==> config.mk <==
export PLATFORM = sky130hd
export DESIGN_NAME = key_press_hold_release_events_top
export DESIGN_NICKNAME = d
export VERILOG_FILES = /design/src/rtl/kphr_pkg.sv /design/src/rtl/kphr_keytable.sv /design/src/rtl/key_press_hold_release_events_top.sv
export SDC_FILE = /design/constraint.sdc
export NUM_CORES = 1
export LEC_CHECK = 0
export ABC_CLOCK_PERIOD_IN_PS = 4100
export BUFFER_PORTS_ARGS = -buffer_cell sky130_fd_sc_hd__buf_2
export CAP_MARGIN = 15
export CORE_MARGIN = 8
export CORE_UTILIZATION = 56
export CTS_CLUSTER_SIZE = 10
export DETAILED_ROUTE_END_ITERATION = 8
export PLACE_DENSITY = 0.73
export SYNTH_ARGS = -nofsm -noshare
export SYNTH_HDL_FRONTEND = slang
export SYNTH_SLANG_ARGS = --single-unit
==> constraint.sdc <==
create_clock -name clk_i -period 4.1 [get_ports clk_i]
set_input_delay 0.615 -clock clk_i [delete_from_list [all_inputs] [get_ports clk_i]]
set_output_delay 0.615 -clock clk_i [all_outputs]
set_load 0.01 [all_outputs]
==> src/rtl/kphr_pkg.sv <==
// Shared types and constants for the key press / hold / release event detector.
// Used by kphr_keytable, the top level and the port checker.
`timescale 1ns / 1ps

package kphr_pkg;

  // Number of keys tracked, and field widths.
  localparam int KEYS   = 16;
  localparam int KeyW   = 4;
  localparam int CountW = 8;
  localparam int KindW  = 2;

  // Event codes.
  typedef enum logic [KindW-1:0] {
    KIND_BEGIN = 2'd0,
    KIND_KEEP  = 2'd1,
    KIND_END   = 2'd2
  } kind_e;

  // One key sample as held in the input register.
  typedef struct packed {
    logic [KeyW-1:0] key;
    logic            pressed;
    logic            stop;
  } key_req_t;

  // Event produced by one sample.
  typedef struct packed {
    logic              valid;
    logic [KeyW-1:0]   key;
    kind_e             kind;
    logic [CountW-1:0] ticks;
  } key_event_t;

endpackage

==> src/rtl/kphr_keytable.sv <==
// Per-key state table (level, keep enable, hold counter) and event logic.
// Depends on kphr_pkg.
`timescale 1ns / 1ps

module kphr_keytable (
  input  logic                  clk_i,
  input  logic                  rst_ni,
  input  kphr_pkg::key_req_t    req_i,
  input  logic                  commit_i,
  output kphr_pkg::key_event_t  event_o
);
  import kphr_pkg::*;

  logic              level_q [KEYS];
  logic              keep_q  [KEYS];
  logic [CountW-1:0] count_q [KEYS];

  logic              hit;
  logic              cur_level;
  logic              cur_keep;
  logic [CountW-1:0] cur_count;
  logic [CountW-1:0] count_inc;
  logic              level_d;
  logic              keep_d;
  logic [CountW-1:0] count_d;
  logic              write_en;

  // Samples for keys beyond the table are dropped without effect.
  assign hit = (int'(req_i.key) < KEYS);

  // Read the addressed entry.
  always_comb begin
    cur_level = 1'b0;
    cur_keep  = 1'b0;
    cur_count = '0;
    if (hit) begin
      cur_level = level_q[req_i.key];
      cur_keep  = keep_q[req_i.key];
      cur_count = count_q[req_i.key];
    end
  end

  assign count_inc = cur_count + CountW'(1);

  // Edge detection, counter update and event selection.
  always_comb begin
    level_d       = cur_level;
    keep_d        = cur_keep;
    count_d       = cur_count;
    event_o.valid = 1'b0;
    event_o.key   = req_i.key;
    event_o.kind  = KIND_BEGIN;
    event_o.ticks = '0;
    if (hit) begin
      if (req_i.pressed != cur_level) begin
        level_d = req_i.pressed;
        if (req_i.pressed) begin
          count_d       = '0;
          keep_d        = ~req_i.stop;
          event_o.valid = 1'b1;
          event_o.kind  = KIND_BEGIN;
        end else begin
          // Release: stop is ignored and keep enable is left alone.
          count_d       = count_inc;
          event_o.valid = 1'b1;
          event_o.kind  = KIND_END;
          event_o.ticks = count_inc;
        end
      end else if (req_i.pressed) begin
        count_d = count_inc;
        if (cur_keep) begin
          event_o.valid = 1'b1;
          event_o.kind  = KIND_KEEP;
          event_o.ticks = count_inc;
          if (req_i.stop) begin
            keep_d = 1'b0;
          end
        end
      end
    end
  end

  assign write_en = commit_i & hit;

  // Write back the addressed entry when the sample leaves the input register.
  always_ff @(posedge clk_i or negedge rst_ni) begin
    if (!rst_ni) begin
      for (int i = 0; i < KEYS; i++) begin
        level_q[i] <= 1'b0;
        keep_q[i]  <= 1'b0;
        count_q[i] <= '0;
      end
    end else if (write_en) begin
      level_q[req_i.key] <= level_d;
      keep_q[req_i.key]  <= keep_d;
      count_q[req_i.key] <= count_d;
    end
  end

endmodule

==> src/rtl/key_press_hold_release_events_top.sv <==
// Top level of the key press / hold / release event detector.
// Depends on kphr_pkg and kphr_keytable.
//
//   channel | handshake                | payload
//   --------+--------------------------+-------------------------------------
//   in      | in_valid_i / in_ready_o  | key_index_i, pressed_i, stop_keep_i
//   out     | out_valid_o / out_ready_i| event_key_o, event_kind_o, hold_ticks_o
//
// A sample is taken into an input register, its key entry is read, updated and
// written back, and any event lands in the output register: one sample per
// cycle, unless a stalled output holds back a sample that produces an event.
// Reset clears all key entries at once; no sweep is needed.
// A stalled output holds only samples that produce an event; others still flow.
`timescale 1ns / 1ps

module key_press_hold_release_events_top (
  input  logic                          clk_i,
  input  logic                          rst_ni,
  input  logic                          in_valid_i,
  output logic                          in_ready_o,
  input  logic [kphr_pkg::KeyW-1:0]     key_index_i,
  input  logic                          pressed_i,
  input  logic                          stop_keep_i,
  output logic                          out_valid_o,
  input  logic                          out_ready_i,
  output logic [kphr_pkg::KeyW-1:0]     event_key_o,
  output logic [kphr_pkg::KindW-1:0]    event_kind_o,
  output logic [kphr_pkg::CountW-1:0]   hold_ticks_o
);
  import kphr_pkg::*;

  logic       req_valid_q;
  key_req_t   req_q;
  key_event_t ev;
  logic       advance;
  logic       out_valid_q;
  key_event_t out_q;

  // The sample moves on when it has no event or the output slot is free.
  assign advance    = req_valid_q & (~ev.valid | ~out_valid_q | out_ready_i);
  assign in_ready_o = ~req_valid_q | advance;

  // Input register.
  always_ff @(posedge clk_i or negedge rst_ni) begin
    if (!rst_ni) begin
      req_valid_q <= 1'b0;
    end else if (in_ready_o) begin
      req_valid_q <= in_valid_i;
    end
  end

  always_ff @(posedge clk_i) begin
    if (in_valid_i && in_ready_o) begin
      req_q.key     <= key_index_i;
      req_q.pressed <= pressed_i;
      req_q.stop    <= stop_keep_i;
    end
  end

  kphr_keytable u_keytable (
    .clk_i    (clk_i),
    .rst_ni   (rst_ni),
    .req_i    (req_q),
    .commit_i (advance),
    .event_o  (ev)
  );

  // Output register.
  always_ff @(posedge clk_i or negedge rst_ni) begin
    if (!rst_ni) begin
      out_valid_q <= 1'b0;
    end else if (advance && ev.valid) begin
      out_valid_q <= 1'b1;
    end else if (out_ready_i) begin
      out_valid_q <= 1'b0;
    end
  end

  always_ff @(posedge clk_i) begin
    if (advance && ev.valid) begin
      out_q <= ev;
    end
  end

  assign out_valid_o  = out_valid_q;
  assign event_key_o  = out_q.key;
  assign event_kind_o = out_q.kind;
  assign hold_ticks_o = out_q.ticks;

endmodule

==> Word level (Yosys, flattened, before mapping) <==
Cells that the tools add are included.
{ "totals": {"out_inout_bits": 16, "regBits": 182, "wordCells": 107, "mem_bits_rw": 0, "romBits": 0, "mem_count": 0, "latch_bits": 0} }
{ "classes": {"bitwise_logic": 9, "eq_ne": 1, "shifts": 0, "magnitude_cmp": 2, "div_mod_pow": 0, "muxes": 34, "mul": 0, "n_addsub": 1, "n_reduce_logical": 4} }
{ "ops": {"columns": ["operator", "count"], "rows": [
  ["bitwise mux 128 bit", 1],
  ["two-way mux 8 bit", 6],
  ["binary-select mux 8 bit (select 4 bit)", 1],
  ["bitwise mux 16 bit", 2],
  ["demux 8 bit (select 4 bit)", 1],
  ["two-way mux 10 bit", 2],
  ["two-way mux 1 bit", 16],
  ["two-way mux 9 bit", 1],
  ["adder 8 x 1 -> 8 bit (second input constant)", 1],
  ["binary-select mux 1 bit (select 4 bit)", 2],
  [">= comparator 5 bit (second input constant)", 1],
  ["less-than comparator 5 x 1 -> 1 bit (second input constant)", 1],
  ["inverter 4 -> 5 bit", 1],
  ["demux 1 bit (select 4 bit)", 1],
  ["inverter 1 bit", 4],
  ["logical AND 1 bit", 3],
  ["OR 1 bit", 3],
  ["two-way mux 2 bit", 1],
  ["nonzero test 2 bit", 1],
  ["bitwise AND 1 bit", 1],
  ["!= test 1 bit", 1]
]} }

==> Longest topological paths before layout <==
Gate-level depths: netlist of run 1.
{ "logic_depth": {"depth_word": 13, "depth_mapped": 16, "ltp_nobuf": 9} }

==> Hierarchy <==
From an unflattened synthesis of run 1, not the netlist that was laid out.
{ "unflattened": {"hier_cells": 629, "hier_area_um2": 8613.3} }
{ "by_module_without_submodules": {"columns": ["module", "instances", "cells_each", "area_each_um2"], "rows": [
  ["kphr_keytable", 1, 599, 7906.3],
  ["key_press_hold_release_events_top", 1, 30, 706.9]
]} }

==> Least setup slack after synthesis of run 1 <==
No wires, ideal clock.
{ "synth_path": {"kind": "register to register", "start": "reg req_q[3] (netlist bit)", "end": "reg out_q (netlist bit event_key_o[0]) (enable)", "period_less_slack_ps": 3819, "stages_incl_launch_ff": 13, "setup_slack_ps": 281, "path_buffers": 5, "arrival_ps": 3433, "t_required_ps": 3714, "path_cell_list": "edfxtp_1 -> clkbuf_1 -> buf_4 -> buf_4 -> clkbuf_1 -> mux4_2 -> mux4_2 -> inv_1 -> ha_1 -> buf_4 -> inv_1 -> o21ai_0 -> nor2b_1"} }
{ "synth_between": {"elab_chain_len": 12, "word_cells_on_any_way": 16} }
{ "synth_lines": {"columns": ["item", "line_no", "text"], "rows": [
  ["start, declared", "key_press_hold_release_events_top.sv:33", "key_req_t req_q;"],
  ["inverter 4 -> 5 bit (not written as such) *", "kphr_keytable.sv:37, kphr_keytable.sv:38", null],
  ["binary-select mux 1 bit (select 4 bit)", "kphr_keytable.sv:38", "cur_keep = keep_q[req_i.key];"],
  ["two-way mux 1 bit (not written as such) (2 in a row)", "kphr_keytable.sv:38", null],
  ["two-way mux 1 bit", "kphr_keytable.sv:71", "if (cur_keep) begin"],
  ["two-way mux 1 bit", "kphr_keytable.sv:69", "end else if (req_i.pressed) begin"],
  ["two-way mux 1 bit *", "kphr_keytable.sv:55", "if (req_i.pressed != cur_level) begin"],
  ["inverter 1 bit", "key_press_hold_release_events_top.sv:40", "assign advance = req_valid_q & (~ev.valid | ~out_valid_q | out_ready_i);"],
  ["OR 1 bit (2 in a row)", "key_press_hold_release_events_top.sv:40", null],
  ["bitwise AND 1 bit", "key_press_hold_release_events_top.sv:40", null],
  ["logical AND 1 bit *", "key_press_hold_release_events_top.sv:80", "if (advance && ev.valid) begin"],
  ["end signal, assigned", "key_press_hold_release_events_top.sv:81", "out_q <= ev;"],
  ["end, declared", "key_press_hold_release_events_top.sv:37", "key_event_t out_q;"]
]} }
Every way passes the cells marked *; elsewhere a longest branch is shown, timed or not. The select of a mux whose other input is x is not followed.
A chain may end at the register's enable or synchronous reset.

==> Worst setup path after layout of run 1 <==
{ "layout_path": {"start": "reg req_q[2] (netlist bit)", "end": "out in_ready_o"} }
{ "layout_between": {"elab_chain_len": 12, "word_cells_on_any_way": 16} }
{ "layout_lines": {"columns": ["item", "line_no", "text"], "rows": [
  ["inverter 4 -> 5 bit (not written as such) *", "kphr_keytable.sv:37, kphr_keytable.sv:38", null],
  ["binary-select mux 1 bit (select 4 bit)", "kphr_keytable.sv:38", null],
  ["two-way mux 1 bit (not written as such) (2 in a row)", "kphr_keytable.sv:38", null],
  ["two-way mux 1 bit", "kphr_keytable.sv:71", null],
  ["two-way mux 1 bit", "kphr_keytable.sv:69", null],
  ["two-way mux 1 bit *", "kphr_keytable.sv:55", null],
  ["inverter 1 bit *", "key_press_hold_release_events_top.sv:40", null],
  ["OR 1 bit * (2 in a row)", "key_press_hold_release_events_top.sv:40", null],
  ["bitwise AND 1 bit *", "key_press_hold_release_events_top.sv:40", null],
  ["OR 1 bit *", "key_press_hold_release_events_top.sv:41", "assign in_ready_o = ~req_valid_q | advance;"],
  ["end, declared", "key_press_hold_release_events_top.sv:20", "output logic in_ready_o,"]
]} }
Marks and branches as above.

==> results.md, run 1 <==
Run status:
- The flow ran to the end, and the final reports show no timing, DRC or antenna violations.

Floorplan:
- The floorplan step set the die width to roughly 140 um.
- The overall die area is a little under 20000 sq um.
- The core outline area is between 15000 and 20000 sq um.
- The total number of placement rows is between 40 and 50.
- The die is ~140 um tall.
- The starting density of the core is 57.2%.
- 26 I/O pins were placed.

GRT:
- The remaining global-route overflow is 0.
- The all-layer global routing usage is around a fifth.
- The via count of the first global-routing pass is 5480.
- The initial antenna violation count was 0.
- The largest net degree at the start of global routing is ~100.
- The global-route wire length before repair is approximately 31000 um.

Synth:
- The share of the synthesized area in the top cell type is a little under half.
- The count of flip-flops with a built-in enable after synthesis is 20.
- The cell area after synthesis is 8700 sq um.
- Synthesis produced a netlist with a net count of 650.
- The number of synthesized register bits is 182.
- For this run, the register share of the synthesized area comes to a little over half.
- After synthesis, the cell types taking the most area are sky130_fd_sc_hd__dfrtp_1 (47%), sky130_fd_sc_hd__mux4_2 (10%), sky130_fd_sc_hd__mux2_2 (9.1%).
- The async set or reset register ratio after synthesis is between 80% and 90%.
- The average size of a mapped cell is 13.7 sq um.
- During synthesis, Yosys emitted a total of 0 warnings.
- The most common flop cell mapped by yosys is sky130_fd_sc_hd__dfrtp_1.
- The netlist uses ~60 different library cells.
- The most area-hungry cell type in the Yosys netlist is sky130_fd_sc_hd__dfrtp_1.
- Synthesis handed over a netlist of 635 instances.

Worst setup path:
- The data arrival time of the critical path is about 3.3 ns.
- The reg-to-reg critical path startpoint is req_q[2].
- At the worst endpoint, the required time is 3.48 ns.
- The startpoint of the most critical setup path is req_q[2].
- The capture point of the critical path is in_ready_o.
- The critical path endpoint category is a primary output.
- The setup path with the least slack is of type flip-flop to primary output.
- The delay of the slowest cell on the worst path is between 0.5 and 0.6 ns.
- In this run the critical register-to-register path is captured at u_keytable.count_q[63].
- The slowest stage of the critical path belongs to the cell sky130_fd_sc_hd__mux4_2.
- STA classifies the critical path startpoint as a flip-flop.
- Traced cell by cell, the critical path runs through buf_4, mux4_2, mux4_2, inv_1, ha_1, inv_1, o21ai_0, or2_2, buf_2.
- Counting cells, the worst reg-to-reg path comes to 11.
- Setup slack on the worst reg-to-reg path comes out at about 0.33 ns.
- Along the worst path, the maximum fanout reaches 9.

Power and ir drop:
- The total power density per cell area is between 500 and 600 nW/um^2.
- The peak supply drop is roughly 0.35 mV.
- The completed layout was analyzed and its total power is around 0.0053 W.
- The total leakage power is between 4 and 5 nW.

Routing:
- The number of iterations in the first detailed-routing pass is 5.
- For this run, design rule violations remaining after detail routing come to 0.
- The number of antenna-violating nets in the routed design is 0.
- The routed via count divided by cell count is 6.10.
- In the final routed layout, each cell accounts on average for ~22 um.
- The detailed router's first-iteration violation count is 388.
- The detailed router placed 5256 vias in this run.
- Wires add up to roughly 19000 um.

Clocking:
- Clock tree synthesis selected as its root buffer the cell sky130_fd_sc_hd__clkbuf_16.
- TritonCTS built the clock tree.
- The clock passes through at most 2 buffers.
- The number of levels in the clock H-tree is 4.
- The number of buffers added by the clock tree synthesis step is 17.
- The total of cells resized after clock tree synthesis is 0.
- The clock-pin slew reported for the worst setup and hold paths after clock tree synthesis is around 0.07 ns.
- Post-CTS timing repair inserted 0 buffers for setup.
- For the worst-skew pair, the clock arrives at the later sink with an insertion delay of 0.43 ns.
- The cts-stage hold buffer count is 0.
- Clock tree synthesis found a total of between 150 and 200 sinks.

Place:
- The global placer's final weighted congestion is slightly above 0.8.
- The HPWL after detailed placement is 12600 um.
- The count of buffers added on input and output ports is 25.

Timing:
- The top achievable clock speed is between 0.2 and 0.3 GHz.
- The portion of the clock cycle consumed by the worst path in the final layout is 94.2%.
- The number of endpoints with negative hold slack in the final report is 0.
- Setup violations remaining at the end of the flow were counted as 0.
- Measured against its own limit, the worst slew margin works out to approximately a quarter.
- Adding up every negative setup slack in the final design gives 0 ns.
- Setup repair after global routing left no endpoint under its margin.
- The number of max-slew violations in the final report was 0.
- The smallest clock period supported by the final layout is computed as slightly below 4 ns.
- The transition time of the tightest slew-check pin is between 1 and 1.5 ns.
- The clock skew after layout is 0.0110 ns.

Cells and area:
- After the last flow step, the layout net total stands at 675.
- The ratio of cells with drive above 1 in the final layout is a little over a third.
- The layout has between 1000 and 1500 filler cells.
- Registers take roughly 4700 sq um.
- In the layout the commonest cells are sky130_fd_sc_hd__dfrtp_1 (162), sky130_fd_sc_hd__nand2_1 (78), sky130_fd_sc_hd__mux2_2 (70), sky130_fd_sc_hd__o21ai_0 (62), sky130_fd_sc_hd__mux4_2 (39).
- Leaving out fill and tap cells, the most frequent cell in the layout is sky130_fd_sc_hd__dfrtp_1.
- The count of antenna diodes in the layout is 0.
- The total area of multi-input combinational cells is about 3700 sq um.
- The layout overhead on the synthesized area is 9.61%.

Worst hold path:
- The tightest min-delay check is of the input port to async pin type.

Job:
- The max capacitance violation total is 0.
[stage by stage]
step	area [sq um]	cells	hold slack (ns)	utilization, %	worst slack, ns
2_1_floorplan	8700	635	0.319	-	0.281
6_report	9530	861	0.291	62.7	0.239
4_1_cts	9480	854	0.326	62.4	0.151
3_5_place_dp	8920	822	0.462	58.7	0.316
5_1_grt	9530	861	0.338	62.7	0.0870
3_3_place_gp	8920	822	0.457	58.7	0.458
[cell type report]
type	count	area share [%]
Clock inverter	15	1.46
Clock buffer	17	4.46
Multi-Input combinational cell	401	38.9
Timing Repair Buffer	53	3.71
Sequential cell	182	48.8
Tap cell	188	2.47
Inverter	5	0.197
[layer usage]
metal / track usage [%] / share of wire [%]
met1: 26.2 / 43
met2: 32.4 / 50
met3: 4.73 / 5.1
met4: 9.16 / 2.6
met5: 0 / 0
[cell families (layout without fill, tap and decap cells)]
logic type                 Yosys count  in the layout  share of synthesized area (%)
and+or+nand+nor                    146            146                           9.36
muxes                              146            146                           25.0
buffers and inverters               52             90                           3.87
DFF                                182            182                           53.5
adders and majority gates            5              5                          0.719
xor gates and xnor gates             5              5                          0.503
AOI/OAI and AO/OA                   99             99                           6.99
[how the worst min path moves through the flow]
stage | end | slack [ns]
6_report | u_keytable.count_q[18] | 0.29
5_1_grt | req_q[1] | 0.34
4_1_cts | u_keytable.count_q[11] | 0.33
3_5_place_dp | u_keytable.count_q[80] | 0.46
3_3_place_gp | u_keytable.count_q[88] | 0.46
2_1_floorplan | out_valid_o | 0.32
[critical path: cells and delay by family (launching register included)]
kind / cells / cell delay (ns)
buf+inv: 4 / 0.59
mux: 2 / 0.99
simple gates: 1 / 0.35
compound gates: 1 / 0.19
flops: 1 / 0.38
fa+ha+maj: 1 / 0.31
[registers in the layout, summed over array words and instances, names as in the netlist]
name,cells
event_key_o,4
u_keytable.level_q,16
u_keytable.count_q,128
event_kind_o,2
u_keytable.keep_q,16
req_valid_q,1
out_valid_o,1
req_q,6
hold_ticks_o,8
[cells in the mapped netlist (all sizes together), types with 2 or more instances]
master,number
nand2,83
ha,5
inv,5
a211oi,3
and2,3
or3,2
and2b,2
mux2,96
nand3,14
mux4,41
buf,39
mux2i,9
and4,4
dfrtp,162
nor2b,4
clkbuf,8
nor3,3
nand2b,3
a21oi,8
edfxtp,20
o21ai,69
xor2,4
nand4,6
a22oi,13
and3,2
nor2,17
[where the power goes]
group | internal [W] | leakage [nW] | switching, W
sequential | 0.00222 | 2.38 | 0.000207
combinational | 0.000526 | 1.72 | 0.000783
clock | 0.000852 | 0.282 | 0.000731
total | 0.00359 | 4.39 | 0.00172
(Power assumes the default switching activity.)
==> inputs of run 2 (changes only) <==
--- a/config.mk
+++ b/config.mk
@@ -8,7 +8,6 @@
 export ABC_CLOCK_PERIOD_IN_PS = 4100
 export BUFFER_PORTS_ARGS = -buffer_cell sky130_fd_sc_hd__buf_2
 export CAP_MARGIN = 15
-export CORE_MARGIN = 8
 export CORE_UTILIZATION = 56
 export CTS_CLUSTER_SIZE = 10
 export DETAILED_ROUTE_END_ITERATION = 8
==> results.md, run 2 (synthesis gave the netlist of run 1 again) <==
Run status:
- Outcome: completed (unchanged).

Worst hold path:
- The class of the tightest hold or removal check was input port to async pin (unchanged).

Floorplan:
- The overall die height came to 127 um (was 141 um).
- The overall die area is 16000 sq um (was 19800 sq um).
- The starting density of the core was 57.2% (unchanged).
- The number of primary I/O pins is 26 (unchanged).
- The total number of placement rows is 45 (unchanged).
- The core outline area is 15200 sq um (unchanged).
- The die width is 127 um (was 141 um).

Worst setup path:
- The worst-case reg-to-reg path depth came to 9 (was 11).
- The reg-to-reg critical path startpoint is req_q[4] (was req_q[2]).
- The critical path data required time is 3.48 ns (about the same).
- The minimum setup slack among reg-to-reg paths is 0.33 ns (about the same).
- The delay of the slowest cell on the worst path came to 0.57 ns (was 0.51 ns).
- Cell Chain, Critical Path: mux4_2, mux4_2, inv_1, ha_1, inv_1, o21ai_0, or2_2, buf_2 (was buf_4, mux4_2, mux4_2, inv_1, ha_1, inv_1, o21ai_0, or2_2, buf_2).
- The launching element type of the critical path is a flip-flop (unchanged).
- The startpoint of the most critical setup path is req_q[2] (unchanged).
- The kind of critical path is flip-flop to primary output (unchanged).
- The data arrival time of the critical path is 3.26 ns (was 3.25 ns).
- The critical path endpoint category is a primary output (unchanged).
- The largest fanout on the critical path is 6 (was 9).
- The critical register-to-register path endpoint is u_keytable.count_q[6] (was u_keytable.count_q[63]).
- The slowest cell on the critical path is sky130_fd_sc_hd__edfxtp_1 (was sky130_fd_sc_hd__mux4_2).

Routing:
- The routed via count divided by cell count is 6.29 (was 6.10).
- The final wirelength is 19100 um (was 19000 um).
- The total number of vias is 5359 (was 5256).
- The detailed-route DRC error count was 0 (unchanged).
- The number of iterations in the first detailed-routing pass is 5 (unchanged).
- The detailed router's first-iteration violation count is 443 (was 388).
- The average wire length per cell after detail routing is 22.4 um (was 22.1 um).
- The number of antenna-violating nets in the routed design came to 0 (unchanged).

Place:
- The HPWL after detailed placement was 12100 um (was 12600 um).
- The count of input and output buffers is 25 (unchanged).
- The worst setup slack after placement is 0.340 ns (was 0.316 ns).
- The number of instances in the placed design is 821 (was 822).
- The area after detailed placement is 8920 sq um (about the same).
- The global placer's final weighted congestion is 0.802 (was 0.819).

GRT:
- The global-route wire length before repair is 31100 um (was 30700 um).
- The via count of the first global-routing pass is 5558 (was 5480).
- The initial antenna violation count is 0 (unchanged).
- The remaining global-route overflow is 0 (unchanged).
- The largest net degree at the start of global routing was 89 (was 101).
- The all-layer global routing usage came to 26.3% (was 20.4%).

Power and ir drop:
- The sequential share of power is 45.4% (was 45.6%).
- The combinational share of power is 24.4% (was 24.6%).
- The peak supply drop is 0.348 mV (was 0.346 mV).
- The portion of total power attributed to the clock network was 30.2% (was 29.8%).
- The switching fraction of total power is 31.1% (was 32.4%).
- The cell-internal power is 0.00369 W (was 0.00359 W).
- The total leakage power is 4.36 nW (was 4.39 nW).
- The total power density per cell area is 564 nW/um^2 (was 558 nW/um^2).
- The switching power is 0.00166 W (was 0.00172 W).

Clocking:
- The clock-pin slew reported for the worst setup and hold paths after clock tree synthesis was 0.07 ns (about the same).
- The maximum buffer depth of the clock tree is 2 (unchanged).
- The number of levels in the clock H-tree came to 4 (unchanged).
- The clock sink count is 182 (unchanged).
- The cts-stage hold buffer count came to 0 (unchanged).
- The clock tree from TritonCTS was yes (unchanged).
- The number of buffers added by the clock tree synthesis step is 17 (unchanged).
- The clock tree root buffer cell is sky130_fd_sc_hd__clkbuf_16 (unchanged).
- The total of cells resized after clock tree synthesis was 0 (unchanged).
- The clock insertion delay at the later pin of the skew report is 0.44 ns (was 0.43 ns).
- The number of buffers inserted to repair setup after CTS came to 0 (unchanged).

Cells and area:
- Commonest cells after routing, fill and taps aside: sky130_fd_sc_hd__dfrtp_1 (162), sky130_fd_sc_hd__nand2_1 (78), sky130_fd_sc_hd__mux2_2 (70), sky130_fd_sc_hd__o21ai_0 (62), sky130_fd_sc_hd__mux4_2 (39) (unchanged).
- The count of antenna diodes in the layout came to 0 (unchanged).
- The number of fill cells in the layout is 1128 (was 1098).
- The flip-flop count of the largest register after layout is 128 (unchanged).
- The ratio of cells with drive above 1 in the final layout is 35.1% (was 36.3%).
- The most common library cell in the layout ignoring fill and taps is sky130_fd_sc_hd__dfrtp_1 (unchanged).
- Biggest registers after layout: u_keytable.count_q x128, u_keytable.keep_q x16, u_keytable.level_q x16 (unchanged).
- The largest register by flop count is u_keytable.count_q (unchanged).
- The final net count is 667 (was 675).
- The layout overhead on the synthesized area is 9.31% (was 9.61%).
- The final cell area excluding filler cells came to 9510 sq um (was 9530 sq um).
- The non-filler instance count after layout was 852 (was 861).

Timing:
- The top achievable clock speed is 0.258 GHz (was 0.259 GHz).
- The final critical-path setup slack is 0.223 ns (was 0.239 ns).
- The final number of setup-violating endpoints came to 0 (unchanged).
- The clock skew after layout is 0.00946 ns (was 0.0110 ns).
- The worst relative slew slack came to 29.6% (was 26.5%).
- The portion of the clock cycle consumed by the worst path in the final layout is 94.6% (was 94.2%).
- The number of endpoints with negative hold slack in the final report is 0 (unchanged).
- The number of max-slew violations in the final report is 0 (unchanged).
- Setup repair after global routing missed its margin: false (unchanged).
- The final critical-path required period is 3.88 ns (was 3.86 ns).
- The worst-case hold slack came to 0.200 ns (was 0.291 ns).
- The transition time of the tightest slew-check pin came to 1.05 ns (was 1.10 ns).
- The final setup TNS was 0 ns (unchanged).

Job:
- The max capacitance violation total came to 0 (unchanged).
run 2: worst max path at each step:
| stage | endpoint |
|---|---|
| 3_5_place_dp | u_keytable.count_q[6] |
| 4_1_cts | in_ready_o |
| 3_3_place_gp | u_keytable.count_q[38] |
| 5_1_grt | in_ready_o |
| 6_report | in_ready_o |
| 2_1_floorplan | event_key_o[0] |
run 2: critical path, delay by kind of cell, from the launching register on:
family | cells | cell delay (ns)
flip-flops | 1 | 0.57
adder cells (fa/ha/maj) | 1 | 0.26
multiplexers | 2 | 1.06
AO/OA/AOI/OAI | 1 | 0.18
buffers and inverters | 3 | 0.41
AND/OR/NAND/NOR | 1 | 0.34
run 2: metrics by stage:
step	utilization [%]	power, W
floorplan	-	0.00335
global placement	58.7	0.00368
detailed placement	58.7	0.00375
CTS	62.5	0.00537
global route	62.5	0.00563
finish	62.5	0.00536
run 2: routing by layer:
layer	vias up	share of wire, %	global-route usage (%)
met4	0	2.7	10.9
met1	2788	42	34.6
met2	176	50	43.3
met3	41	5.2	5.02
li1	2354	-	-
met5	-	0	0
run 2: cell type report:
type | instances | area (sq um) | area share (%)
multi-input combinational | 401 | 3710 | 39.0
clock inverter | 8 | 97.6 | 1.03
sequential | 182 | 4650 | 49.0
clock buffer | 23 | 488 | 5.13
timing repair buffer | 45 | 307 | 3.22
tap | 188 | 235 | 2.47
inverter | 5 | 18.8 | 0.197
run 2: power by group through the flow:
stage | clock (W) | combinational (W) | sequential [W]
after floorplan | 0 | 0.000948 | 0.00240
after global placement | 0 | 0.00125 | 0.00243
after detailed placement | 0 | 0.00130 | 0.00245
after CTS | 0.00164 | 0.00131 | 0.00242
after global routing | 0.00171 | 0.00145 | 0.00247
final | 0.00162 | 0.00131 | 0.00243
==> inputs of run 3 (changes only) <==
--- a/config.mk
+++ b/config.mk
@@ -5,7 +5,7 @@
 export SDC_FILE = /design/constraint.sdc
 export NUM_CORES = 1
 export LEC_CHECK = 0
-export ABC_CLOCK_PERIOD_IN_PS = 4100
+export ABC_CLOCK_PERIOD_IN_PS = 3400
 export BUFFER_PORTS_ARGS = -buffer_cell sky130_fd_sc_hd__buf_2
 export CAP_MARGIN = 15
 export CORE_UTILIZATION = 56
==> constraint.sdc (replaced) <==
create_clock -name clk_i -period 3.4 [get_ports clk_i]
set_input_delay 0.51 -clock clk_i [delete_from_list [all_inputs] [get_ports clk_i]]
set_output_delay 0.51 -clock clk_i [all_outputs]
set_load 0.01 [all_outputs]
==> results.md, run 3 (synthesis gave the netlist of run 1 again) <==
Run status:
- Outcome: completed (unchanged).

Cells and area:
- Biggest registers after layout: u_keytable.count_q x128, u_keytable.keep_q x16, u_keytable.level_q x16 (unchanged).
- The flip-flop count of the largest register after layout came to 128 (unchanged).
- The layout overhead on the synthesized area is 12.9% (was 9.31%).
- The count of antenna diodes in the layout came to 0 (unchanged).
- The final core utilization was 64.6% (was 62.5%).
- The most common library cell in the layout ignoring fill and taps was sky130_fd_sc_hd__dfrtp_1 (unchanged).
- The largest register by flop count is u_keytable.count_q (unchanged).
- The final net count is 699 (was 667).
- Commonest cells after routing, fill and taps aside: sky130_fd_sc_hd__dfrtp_1 (162), sky130_fd_sc_hd__nand2_1 (77), sky130_fd_sc_hd__mux2_2 (67), sky130_fd_sc_hd__o21ai_0 (61), sky130_fd_sc_hd__buf_4 (47) (was sky130_fd_sc_hd__dfrtp_1 (162), sky130_fd_sc_hd__nand2_1 (78), sky130_fd_sc_hd__mux2_2 (70), sky130_fd_sc_hd__o21ai_0 (62), sky130_fd_sc_hd__mux4_2 (39)).
- The ratio of cells with drive above 1 in the final layout is 39.0% (was 35.1%).

Routing:
- The routed via count divided by cell count is 6.16 (was 6.29).
- The routed metal-1 wirelength came to 8550 um (was 8000 um).
- The highest routed metal layer is met4 (unchanged).
- The length of routed met3 wiring came to 1190 um (was 1000 um).
- The number of iterations in the first detailed-routing pass is 7 (was 5).
- The average wire length per cell after detail routing is 22.0 um (was 22.4 um).
- The total number of vias came to 5453 (was 5359).
- The detailed-route DRC error count is 0 (unchanged).
- The detailed router's first-iteration violation count is 432 (was 443).
- The final wirelength is 19500 um (was 19100 um).
- The number of antenna-violating nets in the routed design is 0 (unchanged).
- The amount of wire on met2 after detailed routing is 9490 um (was 9550 um).

Timing:
- The final critical-path setup slack is 0.0771 ns (was 0.223 ns).
- The final number of setup-violating endpoints is 0 (unchanged).
- The top achievable clock speed is ~0.3 GHz.
- The clock skew after layout came to 0.00739 ns (was 0.00946 ns).
- For the finished layout, the period the worst path requires is between 3 and 4 ns.
- The number of endpoints with negative hold slack in the final report is 0 (unchanged).
- The worst relative slew slack was 43.7% (was 29.6%).
- The transition time of the tightest slew-check pin was 0.845 ns (was 1.05 ns).
- The number of max-slew violations in the final report was 0 (unchanged).
- The worst path uses just under 100% of the clock period.

Power and ir drop:
- The sequential share of power was 44.6% (was 45.4%).
- The switching fraction of total power was 31.8% (was 31.1%).
- The switching power is 0.00208 W (was 0.00166 W).
- The peak supply drop was 0.532 mV (was 0.348 mV).
- The total power density per cell area is 667 nW/um^2 (was 564 nW/um^2).
- The total leakage power is 4.51 nW (was 4.36 nW).
- The cell-internal power is 0.00447 W (was 0.00369 W).
- The portion of total power attributed to the clock network is 28.6% (was 30.2%).
- The combinational share of power was 26.7% (was 24.4%).

Place:
- The worst setup slack after placement was -0.119 ns (was 0.340 ns).
- The HPWL after detailed placement was 12600 um (was 12100 um).
- The global placer's final weighted congestion is 0.842 (was 0.802).
- The count of input and output buffers is 25 (unchanged).

Clocking:
- The maximum buffer depth of the clock tree was 2 (unchanged).
- The clock-pin slew reported for the worst setup and hold paths after clock tree synthesis was 0.07 ns (about the same).
- The number of buffers added by the clock tree synthesis step came to 17 (unchanged).
- The clock tree from TritonCTS is yes (unchanged).
- The number of levels in the clock H-tree was 4 (unchanged).
- The clock insertion delay at the later pin of the skew report came to 0.43 ns (was 0.44 ns).
- The clock tree root buffer cell is sky130_fd_sc_hd__clkbuf_16 (unchanged).
- The clock sink count is 182 (unchanged).

Worst setup path:
- The launching element type of the critical path is a flip-flop (unchanged).
- The critical path data required time is 2.89 ns (was 3.48 ns).
- The critical path endpoint category is a primary output (unchanged).
- The kind of critical path is flip-flop to primary output (unchanged).
- The data arrival time of the critical path came to 2.81 ns (was 3.26 ns).
- The largest fanout on the critical path is 7 (was 6).

Floorplan:
- The starting density of the core is 57.2% (unchanged).
- The core outline area was 15200 sq um (unchanged).
- The overall die height was 127 um (unchanged).
- The die width was 127 um (unchanged).
- The overall die area was 16000 sq um (unchanged).
- The total number of placement rows is 45 (unchanged).
- The number of primary I/O pins is 26 (unchanged).

GRT:
- The initial antenna violation count is 0 (unchanged).
- The via count of the first global-routing pass is 5661 (was 5558).
- The largest net degree at the start of global routing is 89 (unchanged).
- The remaining global-route overflow is 0 (unchanged).
- The all-layer global routing usage is 26.8% (was 26.3%).
- The global-route wire length before repair is 31600 um (was 31100 um).

Job:
- The max capacitance violation total is 0 (unchanged).

Worst hold path:
- The class of the tightest hold or removal check was input port to async pin (unchanged).
## run 3: cell types whose count changed in the layout (fill, tap and decap cells not counted), moves of 2 or more
cell                         before  now
sky130_fd_sc_hd__buf_4           18   47
sky130_fd_sc_hd__mux2_4          16   20
sky130_fd_sc_hd__clkinvlp_4       1    4
sky130_fd_sc_hd__mux2_2          70   67
sky130_fd_sc_hd__buf_12           2    4
sky130_fd_sc_hd__clkbuf_8         4    2
sky130_fd_sc_hd__clkinv_2         3    1
sky130_fd_sc_hd__inv_1            4    2
sky130_fd_sc_hd__inv_2            1    3
## run 3: through the flow
| step | area, sq um | power, W | hold slack, ns | cells | TNS, ns |
|---|---|---|---|---|---|
| after detailed placement | 9150 | 0.00461 | 0.468 | 845 | -3.11 |
| after CTS | 9760 | 0.00653 | 0.183 | 882 | 0 |
| after floorplan | 8810 | 0.00408 | 0.214 | 635 | -0.444 |
| final | 9820 | 0.00655 | 0.136 | 885 | 0 |
| after global placement | 9150 | 0.00452 | 0.456 | 845 | -0.219 |
| after global routing | 9820 | 0.00687 | 0.210 | 885 | -0.00532 |
## run 3: final timing paths
path	start	cells after the start	to	slack [ns]
worst min register to register	u_keytable.keep_q[3]	2	u_keytable.keep_q[3]	0.48
max in group asynchronous	rst_ni	2	u_keytable.keep_q[15]	2.25
worst max register to register	req_q[5]	8	u_keytable.count_q[14]	0.09
worst min-delay path	rst_ni	1	u_keytable.count_q[61]	0.14
worst max-delay path	req_q[2]	9	in_ready_o	0.08
min in group clk_i	stop_keep_i	1	req_q[0]	0.26
## run 3: repair_timing
item | in CTS | in global routing
cloned | 0 | 0
pin swaps | 1 | 3
setup buffers | 5 | 3
endpoints found under the setup margin | 52 | 65
hold buffers | 0 | 0
resized for setup | 5 | 4
## run 3: per-layer routing
metal  vias up  track usage [%]
met5         -                0
li1       2410                -
met2       174             43.2
met1      2847             36.5
met3        22             5.65
met4         0             9.14
## run 3: power groups by stage
stage / clock, W / sequential (W) / combinational (W)
2_1_floorplan: 0 / 0.00289 / 0.00119
3_5_place_dp: 0 / 0.00294 / 0.00167
5_1_grt: 0.00198 / 0.00297 / 0.00193
4_1_cts: 0.00190 / 0.00291 / 0.00172
3_3_place_gp: 0 / 0.00292 / 0.00160
6_report: 0.00187 / 0.00292 / 0.00175
## run 3: cell type report
cell class	instances	area [sq um]
Clock buffer	22	464
Clock inverter	10	97.6
Fill cell	1113	5380
Inverter	5	18.8
Multi-Input combinational cell	401	3770
Sequential cell	182	4650
Tap cell	188	235
Timing Repair Buffer	77	576
## run 3: worst max-delay path, cell delays in order, from the launching register on
cell                       delay, ns
sky130_fd_sc_hd__edfxtp_1       0.40
sky130_fd_sc_hd__buf_12         0.15
sky130_fd_sc_hd__mux4_2         0.50
sky130_fd_sc_hd__mux4_2         0.50
sky130_fd_sc_hd__inv_2          0.08
sky130_fd_sc_hd__ha_4           0.22
sky130_fd_sc_hd__inv_2          0.07
sky130_fd_sc_hd__o21ai_2        0.08
sky130_fd_sc_hd__or2_4          0.24
sky130_fd_sc_hd__buf_2          0.14
